===== src/rtl/trg_isqrt.sv =====
module trg_isqrt #(
	parameter int RW = 32,
	parameter type SIDE_T = logic
) (
	input logic clk,
	input logic arst_n,
	input logic en,
	input logic in_valid,
	input logic [RW-1:0] in_rad,
	input SIDE_T in_side,
	output logic out_valid,
	output logic [RW/2-1:0] out_root,
	output SIDE_T out_side
);
	localparam int N = RW / 2;

	// one result bit per stage
	logic [RW-1:0] v_s [N];
	logic [RW-1:0] r_s [N];
	SIDE_T sd_s [N];
	logic [N-1:0] vld_s;
	logic [RW-1:0] v_n [N];
	logic [RW-1:0] r_n [N];

	always_comb begin
		logic [RW-1:0] vi, ri;
		logic [RW:0] bb, t;
		for (int k = 0; k < N; k++) begin
			if (k == 0) begin
				vi = in_rad;
				ri = '0;
			end else begin
				vi = v_s[k-1];
				ri = r_s[k-1];
			end
			bb = (RW+1)'(1) << (RW - 2 - 2*k);
			t = {1'b0, ri} + bb;
			if ({1'b0, vi} >= t) begin
				v_n[k] = vi - t[RW-1:0];
				r_n[k] = (ri >> 1) + bb[RW-1:0];
			end else begin
				v_n[k] = vi;
				r_n[k] = ri >> 1;
			end
		end
	end

	always_ff @(posedge clk or negedge arst_n) begin
		if (!arst_n) begin
			vld_s <= '0;
		end else if (en) begin
			vld_s <= {vld_s[N-2:0], in_valid};
		end
	end

	always_ff @(posedge clk) begin
		if (en) begin
			for (int k = 0; k < N; k++) begin
				v_s[k] <= v_n[k];
				r_s[k] <= r_n[k];
				sd_s[k] <= (k == 0) ? in_side : sd_s[(k == 0) ? 0 : k-1];
			end
		end
	end

	assign out_valid = vld_s[N-1];
	assign out_root = r_s[N-1][N-1:0];
	assign out_side = sd_s[N-1];
endmodule


===== config.mk =====
export PLATFORM = sky130hd
export DESIGN_NAME = trg_isqrt
export DESIGN_NICKNAME = d
export VERILOG_FILES = /design/src/rtl/trg_isqrt.sv
export SDC_FILE = /design/constraint.sdc
export NUM_CORES = 1
export LEC_CHECK = 0
export BUFFER_PORTS_ARGS = -buffer_cell sky130_fd_sc_hd__clkbuf_2
export CORE_MARGIN = 5
export CORE_UTILIZATION = 40
export CTS_CLUSTER_SIZE = 40
export DETAILED_ROUTE_END_ITERATION = 8
export PLACE_DENSITY = 0.61
export SYNTH_ARGS = -nofsm -noshare
export SYNTH_HDL_FRONTEND = slang
export SYNTH_SLANG_ARGS = --single-unit

===== constraint.sdc =====
create_clock -name clk -period 3.45 [get_ports clk]
set_input_delay 0.345 -clock clk [delete_from_list [all_inputs] [get_ports clk]]
set_output_delay 0.345 -clock clk [all_outputs]
set_load 0.05 [all_outputs]

; ---- Yosys cells after proc, flatten, opt, wreduce, memory -nomap -nowiden
; Memory sizes are Yosys's and may differ from the RTL's.
; Cells that the tools add are included.
; W data, S select, Z words.
[word_totals]
ff_bits = 16
latch_bits = 0
mem_bits_rw = 1040
romBits = 0
mem_count = 3
[op_classes]
n_addsub = 46
n_mul = 0
div = 0
n_lt_le_gt_ge = 16
n_eq_ne = 0
shift = 0
n_mux = 34
n_bitwise = 0
n_reduce_logical = 0
[memory_table]
columns = memory, words, word_bits, read_ports, rd_clocked_by_memory_dff, write_ports, line
row1 = r_s, 16, 32, 16, 0, 16, 19  ; logic [RW-1:0] r_s [N];
row2 = v_s, 16, 32, 15, 0, 16, 18  ; logic [RW-1:0] v_s [N];
row3 = sd_s, 16, 1, 16, 0, 16, 20  ; SIDE_T sd_s [N];
[op_table]
columns = cell, count
row1 = $mux W32, 31
row2 = $ge A32 B33 Y1, 15
row3 = $sub A32 B32 Y32, 15
row4 = $add A32 B1 Y33 const B, 1
row5 = $add A32 B11 Y33 const B, 1
row6 = $add A32 B13 Y33 const B, 1
row7 = $add A32 B15 Y33 const B, 1
row8 = $add A32 B17 Y33 const B, 1
row9 = $add A32 B19 Y33 const B, 1
row10 = $add A32 B21 Y33 const B, 1
row11 = $add A32 B23 Y33 const B, 1
row12 = $add A32 B25 Y33 const B, 1
row13 = $add A32 B27 Y33 const B, 1
row14 = $add A32 B29 Y33 const B, 1
row15 = $add A32 B3 Y33 const B, 1
row16 = $add A32 B5 Y33 const B, 1
row17 = $add A32 B7 Y33 const B, 1
row18 = $add A32 B9 Y33 const B, 1
row19 = $add A31 B1 Y32 const B, 1
row20 = $add A31 B11 Y32 const B, 1
row21 = $add A31 B13 Y32 const B, 1
row22 = $add A31 B15 Y32 const B, 1
row23 = $add A31 B17 Y32 const B, 1
row24 = $add A31 B19 Y32 const B, 1
row25 = other kinds (13), 14

; ---- Logic depth before layout (Yosys ltp)
; An unclocked memory read counts as a cell.
[depth]
depth_word = 4
ltp_mapped = 12
depth_no_buf = 10

; ---- Worst setup path after synthesis
; OpenSTA, ideal clock, no wires.
[synth_timing]
kind = reg2reg
startpoint = memory v_s[11][24] (netlist: v_s[1][120])
endpoint = memory v_s[12][14] (netlist: v_s[1][142]) (data pin)
setup_ps = 260
t_arrival_ps = 2619
setup_slack_ps = 571
stages_incl_launch_ff = 8
period_less_slack_ps = 2879
cell_sequence = edfxtp_1 or4_1 or4_1 or4_1 a21oi_2 o41ai_2 buf_6 mux2_4
[synth_lines]
columns = item, line
row1 = start: declaration, 18

==> metrics.cfg <==
[worst_setup_path]
critPathArrivalTime_ns = 3.56
cp.required_ns = 3.76
crit_buf_inv = 1
path_cells = ha_1 > nor4bb_1 > nand4_1 > nor4_1 > o21ai_0 > and3_1 > buf_4 > a2111oi_0 > xor2_1
critical_path.top_delay_family = simple AND/OR/NAND/NOR gates
critPathLaunchType = flip-flop
slowest_delay_ns = 0.61
crit_type = reg -> reg
critPathSlowestCell = a2111oi_0
critPathMaxFanout = 14
setup.worst_path.end_class = flip-flop

[cells_and_area]
drive_gt1_share_pct = 10.5
n_antenna_cell = 0
multiInputGateArea_um2 = 9890
area_growth_pct = 14.7
layoutNonFillerInstCount = 3458
regArea_um2 = 19400
nNetsFinal = 2621
mostFrequentLayoutCells = 632 x edfxtp_1, 178 x inv_1, 150 x nor2_1, 150 x ha_1, 131 x a21oi_1
fill_cells = 6495
final_common_cell = edfxtp_1

[clocking]
cts_setup_buffers = 0
clock_latency_ns = 0.61
cts_resized = 0
cts-root-buf = clkbuf_16
cts_inserted_buffers = 71
clk_pin_slew_ns = 0.06
cts_sinks = 648
postCtsHoldBufs = 33
tritoncts = yes
htreeDepth = 3
clockBufferDepth = 3

[floorplan]
io_pins = 55
rows = 100
die_area_um2 = 80800
die_w_um = 284
core-area_um2 = 74400
fp.dieH_um = 284
initial_core_util_pct = 40.4

[timing]
slew-limit-headroom_pct = 45.0
min_period_ns = 3.25
skew_ns = 0.0179
hold_violations = 0
fin_ws_ns = 0.201
worst_pin_slew_ns = 0.804
grt_setup_unrepaired = no
timing.fmax_ghz = 0.308
setup_viol = 0
maxSlewViolCount = 0
post-route-period-util_pct = 94.2
setup_tns_ns = 0

[power_and_ir_drop]
combPwrFrac_pct = 16.1
swShare_pct = 25.9
clkPwrFrac_pct = 34.7
seq_power_share_pct = 49.2
internal_power_mw = 15.8
leakagePower_nw = 13.1
p_total_mw = 21.4
vdd.ir_drop.worst_uv = 480
p_switching_mw = 5.55
cellPowerDensity_nw_per_um2 = 620

[routing]
via_per_inst = 5.22
routed_wl_mm = 59.3
drcViolationCount = 0
postRouteAntennaNets = 0
drt-initial-drc-count = 713
vias = 18050
drtPass1Iterations = 5
wl_per_cell_um = 17.2

[logic_synthesis]
syn_avg_cell_area_um2 = 13.3
synth_flop_cell = edfxtp_1
ys_ff_latch = 648
synth_nets = 2452
synth_compound_area_share_pct = 8.36
yosys.area_share.simple_pct = 11.0
async_reset_ff_share_pct = 2.47
yosys.area_share.xor_xnor_pct = 5.48
synth_edf_count = 632
yosys_warnings = 0
synth_top_family_by_area = simple AND/OR/NAND/NOR gates
synth_cells = 2265
ys_types = 69
synthAdderAreaFrac_pct = 6.24
synthesis.area_um2 = 30100
synth_seq_area_share_pct = 64.4
muxShareOfSynthArea_pct = 1.71

[global_route]
grt_pass1_vias = 19250
grt_remaining_overflow = 0
grt_max_degree = 86
antenna_found_initial = 0
grt_util_all_layers_pct = 14.6
grt_pass1_wl_mm = 96.8

[placed_design]
place.gp.congestion = 0.993
dp_slack_ns = 0.269
dp_cells = 3297
port_buffers = 54
hpwl_mm = 43.3

[run_status]
status = complete, no violations

[min_path]
holdCritPathClass = in -> reg

[run]
cap_violations = 0

==> Yosys cell counts, drive strengths merged, types with 7 or more instances <==
master | n | area, um2
and4 | 7 | 61.3
mux2 | 41 | 473
buf | 10 | 48.8
and3 | 9 | 56.3
xor2 | 92 | 806
or2 | 12 | 75.1
nand3 | 25 | 125
ha | 150 | 1880
nor4 | 84 | 532
clkbuf | 26 | 97.6
o211ai | 8 | 60.1
nand2b | 23 | 144
a21oi | 132 | 664
o21a | 40 | 300
a21o | 39 | 293
nand3b | 14 | 105
nor2b | 20 | 125
nor4b | 10 | 87.6
or3 | 23 | 144
o21ai | 82 | 410
a31oi | 11 | 68.8
or4 | 12 | 90.1
inv | 179 | 672
nor4bb | 10 | 100
xnor2 | 96 | 841
nor3 | 62 | 310
dfrtp | 16 | 400
nand4b | 10 | 87.6
a211oi | 16 | 120
nor2 | 150 | 563
edfxtp | 632 | 19000
nand2 | 102 | 383
a21boi | 7 | 52.6
nand4 | 38 | 238
o31ai | 15 | 113
==> power groups by stage <==
stage	logic, mW	registers (mW)	clock network [mW]
after floorplan	2.47	10.5	0
after global placement	3.32	10.7	0
after detailed placement	3.40	10.7	0
after CTS	3.46	10.5	7.66
after global routing	3.85	10.6	7.98
final	3.44	10.5	7.43
==> layout make-up <==
cell class | instances | area share [%]
sequential | 648 | 56.2
multi-input combinational | 1402 | 28.7
clock buffer | 94 | 5.52
tap | 969 | 3.51
timing repair buffer | 132 | 3.04
inverter | 179 | 1.95
clock inverter | 34 | 1.12
==> through the flow <==
stage          area, um2  hold WS [ns]  utilization (%)
6_report           34500        0.0987             46.3
5_1_grt            34500        0.0879             46.3
4_1_cts            34500        0.0550             46.3
3_5_place_dp       31900         0.285             42.8
3_3_place_gp       31900         0.274             42.8
2_1_floorplan      30100        0.0494                -
==> worst paths after layout <==
kind                            start    endpoint  slack (ns)  cells past startpoint
max                        v_s[1][45]  v_s[1][91]        0.20                      9
min                        in_rad[31]  v_s[0][31]         0.1                      3
max reg2reg                v_s[1][45]  v_s[1][91]        0.20                      9
min reg2reg                   sd_s[8]     sd_s[9]        0.41                      0
max in group asynchronous      arst_n   vld_s[14]        2.97                      2
min in group asynchronous      arst_n    vld_s[0]        0.20                      2
==> state kept, by name, indices dropped and copies added, names as in the netlist <==
signal / flops
r_s: 136
sd_s: 16
v_s: 480
vld_s: 16
==> tightest hold or removal path: stages <==
cell	delay [ns]
clkbuf_2	0.09
nor2_1	0.04
a21oi_1	0.11
==> metal layers <==
layer	part of all wire (%)	global-route usage (%)
met1	37	14.7
met2	56	29.0
met3	2.8	2.15
met4	4.9	7.29
met5	0	0
==> cell families (layout without fill, tap and decap cells) <==
group	Yosys count	count (layout)
xor gates and xnor gates	188	188
muxes	45	45
adders and majority gates	150	150
and+or+nand+nor	622	622
buffers and inverters	215	439
AOI/OAI and AO/OA	397	397
DFF	648	648
No activity file was read; power rests on OpenSTA's default activity.
